==> config.mk <==
export PLATFORM = sky130hd
export DESIGN_NAME = tbo_cfg
export DESIGN_NICKNAME = d
export VERILOG_FILES = /design/src/design/tbo_pkg.sv /design/src/design/tbo_cfg.sv
export SDC_FILE = /design/constraint.sdc
export NUM_CORES = 1
export LEC_CHECK = 0
export BUFFER_PORTS_ARGS = -buffer_cell sky130_fd_sc_hd__buf_4
export CORE_MARGIN = 10
export CORE_UTILIZATION = 25
export DETAILED_ROUTE_END_ITERATION = 10
export PLACE_DENSITY = 0.46
export SLEW_MARGIN = 15
export SYNTH_ARGS = -nofsm -noshare
export SYNTH_HDL_FRONTEND = slang
export SYNTH_SLANG_ARGS = --single-unit
==> constraint.sdc <==
create_clock -name clk -period 1.2 [get_ports clk]
set_input_delay 0.18 -clock clk [delete_from_list [all_inputs] [get_ports clk]]
set_output_delay 0.18 -clock clk [all_outputs]
set_load 0.02 [all_outputs]
==> src/design/tbo_pkg.sv <==
// ----------------------------------------------------------------------------
// tbo_pkg: shared widths and helpers for the triangle/box overlap core
// Coordinate widths derived from one constant.
// ----------------------------------------------------------------------------
package tbo_pkg;
	localparam int COORD_WIDTH = 24;
	localparam int HALF_WIDTH  = COORD_WIDTH - 1;
	localparam int REL_W  = COORD_WIDTH + 1;  // vertex minus centre
	localparam int EDGE_W = COORD_WIDTH + 2;  // difference of relative vertices
	localparam int PROD_W = EDGE_W + REL_W;   // edge times coordinate
	localparam int PROJ_W = PROD_W + 1;       // difference of two products
	localparam int RAD_W  = EDGE_W + HALF_WIDTH + 1;
	localparam int NRM_W  = 2 * EDGE_W + 1;
	localparam int OFS_W  = REL_W + 1;        // +-h minus vertex
	localparam int DOT_W  = NRM_W + OFS_W + 2;
	localparam int NLO_W  = NRM_W / 2;        // low half of the normal, unsigned
	localparam int PP_W   = NRM_W - NLO_W + 1 + OFS_W;  // half-normal times offset

	localparam logic [1:0] REG_HX = 2'd0;
	localparam logic [1:0] REG_HY = 2'd1;
	localparam logic [1:0] REG_HZ = 2'd2;

	typedef logic signed [REL_W-1:0]  rel_t;
	typedef logic signed [EDGE_W-1:0] edge_t;
	typedef logic signed [PROJ_W-1:0] proj_t;
	typedef logic signed [RAD_W-1:0]  rad_t;
	typedef logic signed [NRM_W-1:0]  nrm_t;
	typedef logic signed [DOT_W-1:0]  dot_t;
	typedef logic [HALF_WIDTH-1:0]    half_t;

	// strict outside test: all three projections above rad, or all below -rad
	function automatic logic sep3(input proj_t p0, input proj_t p1, input proj_t p2,
			input rad_t rad);
		logic signed [PROJ_W:0] r;
		logic signed [PROJ_W:0] a, b, c;
		logic lo_out, hi_out;
		r = (PROJ_W+1)'(rad);
		a = (PROJ_W+1)'(p0); b = (PROJ_W+1)'(p1); c = (PROJ_W+1)'(p2);
		lo_out = (a > r) && (b > r) && (c > r);
		hi_out = (a < -r) && (b < -r) && (c < -r);
		return lo_out || hi_out;
	endfunction
endpackage

==> src/design/tbo_cfg.sv <==
// ----------------------------------------------------------------------------
// tbo_cfg: APB register file for the half extents
// Three writable, readable registers at byte addresses 0, 4, 8.
// ----------------------------------------------------------------------------
module tbo_cfg (
	input  logic clk,
	input  logic arst_n,
	input  logic psel,
	input  logic penable,
	input  logic pwrite,
	input  logic [3:0] paddr,
	input  logic [31:0] pwdata,
	output logic [31:0] prdata,
	output logic pready,
	output tbo_pkg::half_t hx,
	output tbo_pkg::half_t hy,
	output tbo_pkg::half_t hz
);
	import tbo_pkg::*;
	half_t hx_q, hy_q, hz_q;
	logic wr;
	assign wr = psel && penable && pwrite;
	assign pready = 1'b1;
	always_ff @(posedge clk or negedge arst_n) begin
		if (!arst_n) begin
			hx_q <= HALF_WIDTH'(128);
			hy_q <= HALF_WIDTH'(128);
			hz_q <= HALF_WIDTH'(128);
		end else if (wr) begin
			case (paddr[3:2])
				REG_HX: hx_q <= pwdata[HALF_WIDTH-1:0];
				REG_HY: hy_q <= pwdata[HALF_WIDTH-1:0];
				REG_HZ: hz_q <= pwdata[HALF_WIDTH-1:0];
				default: ;
			endcase
		end
	end
	always_comb begin
		case (paddr[3:2])
			REG_HX: prdata = 32'(hx_q);
			REG_HY: prdata = 32'(hy_q);
			REG_HZ: prdata = 32'(hz_q);
			default: prdata = '0;
		endcase
	end
	assign hx = hx_q;
	assign hy = hy_q;
	assign hz = hz_q;
endmodule

Yosys cells after proc, flatten, opt, wreduce, memory -nomap -nowiden:

Cells that the tools add are included.

* register bits: 69
* input bits: 41

* equality and inequality tests: 2
* mux-type cells: 1
* reduce and logical (&&, ||, !) cells: 6

Operators with widths (number)
* 23-bit one-hot mux with 3 select lines: 1
* 2-bit AND reduction: 3
* 2-bit by 1-bit equality test with 1-bit output, second input constant: 1
* 2-bit equality test, second input constant: 1
* 1-bit logical AND: 2
* 2-bit logical NOT: 1

Longest topological paths before layout:

Gate-level depths: netlist of the first run.

* word-level depth: 3
* gate-level depth with buffers: 5
* gate-level depth less buffers: 3

Worst setup path before layout of the first run:

Ideal clock, no wire load.

* path kind: input to register
* from: input pwrite
* to: register hy_q[10] (netlist: hy[10])
* setup time: 125 ps
* arrival time: 1259 ps
* data required time: 1075 ps
* path slack: -184 ps
* stages on the path: 5
* cells stage by stage: nand3_1 -> or3b_1 -> buf_2 -> buf_6 -> mux2_4

* longest elaborated chain between the ends: 2

RTL lines
* from (decl): RTL line tbo_cfg.sv:10 `input logic pwrite,`
* 1-bit logical AND: RTL line tbo_cfg.sv:22 `assign wr = psel && penable && pwrite;`
* 2-bit AND reduction (no line)
* to (signal assigned): RTL line tbo_cfg.sv:32 `REG_HY: hy_q <= pwdata[HALF_WIDTH-1:0];`
* to (decl): RTL line tbo_cfg.sv:20 `half_t hx_q, hy_q, hz_q;`

No other way between the ends.
A chain may end at the register's enable or synchronous reset.

Worst setup path after layout of the first run:

* from: register hx_q[7] (netlist: hx[7])
* to: output prdata[7]

* longest elaborated chain between the ends: 1

RTL lines
* from (decl): RTL line tbo_cfg.sv:20
* from (signal assigned): RTL line tbo_cfg.sv:31 `REG_HX: hx_q <= pwdata[HALF_WIDTH-1:0];`
* 23-bit one-hot mux with 3 select lines: RTL line tbo_cfg.sv:39 `case (paddr[3:2])`
* to (decl): RTL line tbo_cfg.sv:13 `output logic [31:0] prdata,`

No other way between the ends.

==> results.sh, run 1 <==
export IMPL_status="finished with violations"
export IMPL_violations="negative setup slack"
export IMPL_cts_tree="done"
export IMPL_maxCapViolations=0
export IMPL_clock_latency_ns=0.33
export IMPL_finalMaxSlewViolations=0
export IMPL_synth_cells=238
export IMPL_drive_gt1_share_pct=73.32
export IMPL_routedWlPerCell_um=18.51
export IMPL_cp_cell_sequence="mux2i_1, o21ai_2, buf_6"
export IMPL_globalRouteOverflowTotal=0
export IMPL_synthMostInstantiatedCell="dfrtp_1"
export IMPL_die_area_sq_mm=0.01782
export IMPL_hp_class="input pin to register"
export IMPL_synth_top_area_share_pct=51.30
export IMPL_worst_path_largest_cell_delay_ns=0.54
export IMPL_crit_start="hx[7]"
export IMPL_cpMaxStageDelayCell="dfstp_2"
export IMPL_final_core_util_pct=42.78
export IMPL_synthArstFlopShare_pct=100.0
export IMPL_io_buffers=121
export IMPL_ant_nets=0
export IMPL_timing_rr_end="hy[4]"
export IMPL_min_period_over_period_pct=115.1
export IMPL_io_pins=143
export IMPL_cp_max_fo=3
export IMPL_drc=0
export IMPL_worst_clock_skew_ns=0
export IMPL_yosysSeqAreaShare_pct=53.75
export IMPL_start_kind="register"
export IMPL_vias=2470
export IMPL_yosys_warnings=0
export IMPL_area_delta_synth_final_pct=67.70
export IMPL_firstDrtPassIters=4
export IMPL_setup_ws_ns=-0.1818
export IMPL_critPathKind="register to output port"
export IMPL_grt_pass1_vias=2815
export IMPL_synth_common_cells="dfrtp_1, mux2_2, mux2i_1, nand2_1, o21ai_0"
export IMPL_r2r_cells=3
export IMPL_fin_nets=452
export IMPL_worstPathRequired_ns=1.02
export IMPL_die_x_um=133.5
export IMPL_netlist_area_sq_mm=0.003219
export IMPL_rrSetupSlack_ns=0.19
export IMPL_critPathCapture="prdata[7]"
export IMPL_grt_antenna_before_repair=0
export IMPL_period_minus_slack_ns=1.382
export IMPL_setup_violations_final=25
export IMPL_leakage_uw=0.002639
export IMPL_clock_sinks=69
export IMPL_grtUsageTotal_pct=12.12
export IMPL_cp_end_kind="output port"
export IMPL_power_density_mw_per_mm2=1848
export IMPL_routed_wl_um=10880
export IMPL_avgSynthCellArea_sq_um=13.53
export IMPL_grt_max_degree=66
export IMPL_peakVddDrop_v=0.0007430
export IMPL_fillers=1254
export IMPL_cts_buffer_depth=2
export IMPL_synthTopCellsByArea="dfrtp_1, mux2_2, mux2_4"
export IMPL_place_gp_congestion=0.6885
export IMPL_n_antenna_cell=0
export IMPL_chipHeight_um=133.5
export IMPL_cts_clk_slew_worst_paths_ns=0.06
export IMPL_cp_depth=3
export IMPL_critPathBufInv=1
export IMPL_hold_start="pwdata[10]"
export IMPL_synth_edf_count=0
export IMPL_drt_iter0_drc=96
export IMPL_dp_cells=537
export IMPL_ys_ff_latch=69
export IMPL_rsz0062_at_grt="true"
export IMPL_path_delay_family="flip-flops"
export IMPL_max_freq_ghz=0.7237
export IMPL_viasPerCell=4.201
export IMPL_coreArea_sq_mm=0.01262
export IMPL_cp_data_arrival_time_ns=1.20
export IMPL_hold_viol_final=0
export IMPL_start_util_pct=25.51
export IMPL_synth_largest_area_cell="dfrtp_1"
export IMPL_detailed_place_hpwl_um=7909
export IMPL_whs_ns=0.09843
export IMPL_ctsHtreeMaxLevel=3
export IMPL_rows=41
export IMPL_synth_cell_types=18
export IMPL_grt_pass1_wl_um=16710
export IMPL_synth_flop_cell="dfrtp_1"
export IMPL_final_cells=588
export IMPL_cts_buffers=9
export IMPL_r2r_start="hy[4]"
export IMPL_ctsRootBufferMaster="clkbuf_16"
cells by family (layout without fill, tap and decap cells):
family / after synthesis / after routing / share of synthesized area [%]
simple gates: 28 / 28 / 4.003
compound gates: 23 / 23 / 3.576
flops: 69 / 69 / 53.75
mux: 92 / 92 / 33.62
buf+inv: 24 / 194 / 4.819
other cells: 2 / 10 / 0.2333
through the flow:
step	worst slack [ns]	TNS, ns	cell area [sq um]	power, uW
4_1_cts	-0.2059	-2.552	5180	9885
6_report	-0.1818	-2.750	5399	9978
3_3_place_gp	-0.2769	-20.24	4503	6760
5_1_grt	-0.2287	-4.620	5399	10530
2_1_floorplan	-0.1271	-4.960	3363	5153
3_5_place_dp	-0.2872	-21.02	4503	6791
state kept, by name (all words and copies together) (netlist names):
name,count
hx,23
hz,23
hy,23
final cells by class:
type / instances / area, sq um / area share [%]
Clock inverter: 4 / 22.52 / 0.4171
Clock buffer: 12 / 256.5 / 4.751
Timing Repair Buffer: 178 / 1659 / 30.73
Sequential cell: 69 / 1730 / 32.05
Multi-Input combinational cell: 153 / 1515 / 28.06
Tap cell: 172 / 215.2 / 3.986
worst min-delay path by stage:
| stage | endpoint | slack [ns] | depth (start not counted) |
|---|---|---|---|
| CTS | hx[11] | 0.08 | 2 |
| global route | hy[10] | 0.09 | 2 |
| finish | hy[10] | 0.1 | 2 |
| detailed placement | hx[17] | -0.008 | 1 |
| global placement | hx[17] | -0.01 | 1 |
| floorplan | hx[0] | -0.12 | 0 |
worst register-to-register path, delay by kind of cell (launching register included):
kind | cells | cell delay (ns)
buf+inv | 2 | 0.25
flops | 1 | 0.40
mux | 1 | 0.24
placed cells by master, fill, tap and decap left out, drive strengths merged:
master	instances
nand3	1
nand2	23
buf	176
dfstp	3
mux2	69
nor3b	1
clkinvlp	1
nor3	1
or3b	1
dlygate4sd3	1
conb	10
nor2b	1
dfrtp	66
clkinv	3
mux2i	23
o21ai	23
clkbuf	13
timing repair:
action	CTS	global route
resized for setup	45	51
pin swaps	0	1
setup endpoints to repair	26	51
cloned	0	1
endpoints found under the hold margin	66	0
buffers inserted	29	6
hold buffers	1	0
power breakdown:
group	internal [uW]	leakage (uW)	switching (uW)
Clock	1500	0.000138	946
Combinational	2240	0.00166	1940
Sequential	2890	0.000841	455
layer usage:
metal / global-route usage (%) / part of all wire [%] / up-vias
met1: 12.91 / 39 / 1234
met5: 0 / 0 / -
met3: 3.383 / 4.4 / 7
li1: - / - / 1169
met4: 3.809 / 1.0 / 0
met2: 22.47 / 56 / 60
No activity file was read; power rests on OpenSTA's default activity.
==> run 2: changes to the inputs <==
--- a/config.mk
+++ b/config.mk
@@ -9,7 +9,7 @@
 export CORE_MARGIN = 10
 export CORE_UTILIZATION = 25
 export DETAILED_ROUTE_END_ITERATION = 10
-export PLACE_DENSITY = 0.46
+export PLACE_DENSITY = 0.51
 export SLEW_MARGIN = 15
 export SYNTH_ARGS = -nofsm -noshare
 export SYNTH_HDL_FRONTEND = slang
==> run 2 against run 1 <==
Net effect:
- clock skew did not move
- utilization increased by 0.80 points
- sequential share of layout area fell by 0.59 points
- combinational power increased by 4%
- flip-flop and latch count is the same
- the flow still finishes with violations (negative setup slack)
- cell area up 1.9%
- critical path depth did not move
- power rose by 5.4%
- maximum frequency is essentially flat
- final cell count increased by 0.68%
- count of clock-buffer cells in the layout fell by 2
- critical endpoint unchanged
- critical path type unchanged
==> results.sh, run 2 (synthesis gave the netlist of run 1 again) <==
export IMPL_status="finished with violations"
export IMPL_violations="negative setup slack"
export IMPL_holdPathStages=2
export IMPL_cts_buffer_depth=2
export IMPL_routed_wl_um=10710
export IMPL_vias=2580
export IMPL_hp_class="input pin to register"
export IMPL_leakage_uw=0.002691
export IMPL_combPwrFrac_pct=41.2
export IMPL_viasPerCell=4.358
export IMPL_worst_path_largest_cell_delay_ns=0.54
export IMPL_worst_clock_skew_ns=0
export IMPL_final_core_util_pct=43.59
export IMPL_clock_latency_ns=0.32
export IMPL_clkPwrFrac_pct=27.3
export IMPL_area_delta_synth_final_pct=70.85
export IMPL_setup_ws_ns=-0.1807
export IMPL_timing_rr_end="hy[16]"
export IMPL_clock_sinks=69
export IMPL_r2r_start="hy[16]"
export IMPL_firstDrtPassIters=4
export IMPL_io_buffers=121
export IMPL_cts_buffers=9
export IMPL_die_area_sq_mm=0.01782
export IMPL_r2r_cells=3
export IMPL_ctsRootBufferMaster="clkbuf_16"
export IMPL_drc=0
export IMPL_n_antenna_cell=0
export IMPL_cts_tree="done"
export IMPL_critPathCapture="prdata[7]"
export IMPL_grt_antenna_before_repair=0
export IMPL_crit_start="hy[7]"
export IMPL_grt_pass1_wl_um=16670
export IMPL_ctsHtreeMaxLevel=3
export IMPL_cp_end_kind="output port"
export IMPL_cp_max_fo=2
export IMPL_place_gp_congestion=0.7463
export IMPL_start_kind="register"
export IMPL_dp_cells=531
export IMPL_p_total_uw=10520
export IMPL_grt_max_degree=34
export IMPL_finalMaxSlewViolations=0
export IMPL_netSwitchingFraction_pct=32.50
export IMPL_fin_nets=456
export IMPL_chipHeight_um=133.5
export IMPL_rrSetupSlack_ns=0.21
export IMPL_setup_violations_final=25
export IMPL_period_minus_slack_ns=1.381
export IMPL_critPathKind="register to output port"
export IMPL_p_seq_share_pct=31.5
export IMPL_mostFrequentLayoutCell="buf_4"
export IMPL_power_density_mw_per_mm2=1912
export IMPL_drt_iter0_drc=114
export IMPL_grtUsageTotal_pct=11.85
export IMPL_p_int_uw=7100
export IMPL_cp_cell_sequence="mux2i_1, o21ai_2, buf_6"
export IMPL_max_freq_ghz=0.7243
export IMPL_power_switching_uw=3418
export IMPL_setup_tns_ns=-2.071
export IMPL_worstPathRequired_ns=1.02
export IMPL_rsz0062_at_grt="true"
export IMPL_cts_clk_slew_worst_paths_ns=0.06
export IMPL_grt_pass1_vias=2914
export IMPL_drive_gt1_share_pct=73.10
export IMPL_cp_data_arrival_time_ns=1.20
export IMPL_peakVddDrop_v=0.0006382
export IMPL_coreArea_sq_mm=0.01262
export IMPL_cpMaxStageDelayCell="dfstp_2"
export IMPL_min_period_over_period_pct=115.1
export IMPL_rows=41
export IMPL_final_cells=592
export IMPL_io_pins=143
export IMPL_maxCapViolations=0
export IMPL_start_util_pct=25.51
export IMPL_die_x_um=133.5
export IMPL_routedWlPerCell_um=18.09
export IMPL_ant_nets=0
export IMPL_final_cell_mix="buf_4, buf_6, dfrtp_1"
export IMPL_globalRouteOverflowTotal=0
export IMPL_detailed_place_hpwl_um=7505
export IMPL_hold_viol_final=0
## run 2: critical path: cells and delay by family, from the launching register on
family	cells	cell delay, ns
AOI/OAI and AO/OA	1	0.13
muxes	1	0.08
buffers and inverters	1	0.13
DFF	1	0.54
## run 2: final cells by class
type / instances / area (sq um)
Multi-Input combinational cell: 153 / 1508
Clock buffer: 10 / 239.0
Sequential cell: 69 / 1730
Tap cell: 172 / 215.2
Timing Repair Buffer: 182 / 1722
Fill cell: 1205 / 7119
Clock inverter: 6 / 86.33
## run 2: metal layers
layer | share of wire [%] | vias up | GRT usage, %
met1 | 41 | 1317 | 13.10
met2 | 52 | 73 | 20.57
li1 | - | 1178 | -
met4 | 1.6 | 0 | 4.776
met5 | 0 | - | 0
met3 | 5.8 | 12 | 3.797
## run 2: worst min-delay path by stage
| stage | startpoint | to |
|---|---|---|
| 2_1_floorplan | arst_n | hx[0] |
| 3_3_place_gp | arst_n | hy[19] |
| 3_5_place_dp | arst_n | hz[19] |
| 4_1_cts | pwdata[17] | hy[17] |
| 5_1_grt | pwdata[7] | hy[7] |
| 6_report | pwdata[7] | hy[7] |
## run 2: timing repair
item	4_1_cts	5_1_grt
gates cloned	2	0
endpoints found under the setup margin	25	49
pin swaps	0	4
hold buffers	1	0
gates resized for setup	42	51
endpoints found under the hold margin	66	0
buffers inserted	37	9
## run 2: power by group through the flow
stage / clock network, uW / logic, uW / registers, uW
detailed placement: 0 / 3350 / 3420
finish: 2870 / 4340 / 3310
CTS: 2940 / 4110 / 3290
floorplan: 0 / 1180 / 3970
global placement: 0 / 3310 / 3410
global route: 3050 / 4600 / 3380
## run 2: stage by stage
| stage | hold WS, ns | cell area [sq um] | worst slack (ns) |
|---|---|---|---|
| after detailed placement | 0.01419 | 4508 | -0.2576 |
| after global placement | 0.01602 | 4508 | -0.2467 |
| final | 0.1010 | 5500 | -0.1807 |
| after CTS | 0.08208 | 5280 | -0.1976 |
| after floorplan | -0.1156 | 3363 | -0.1271 |
| after global routing | 0.08684 | 5500 | -0.2559 |
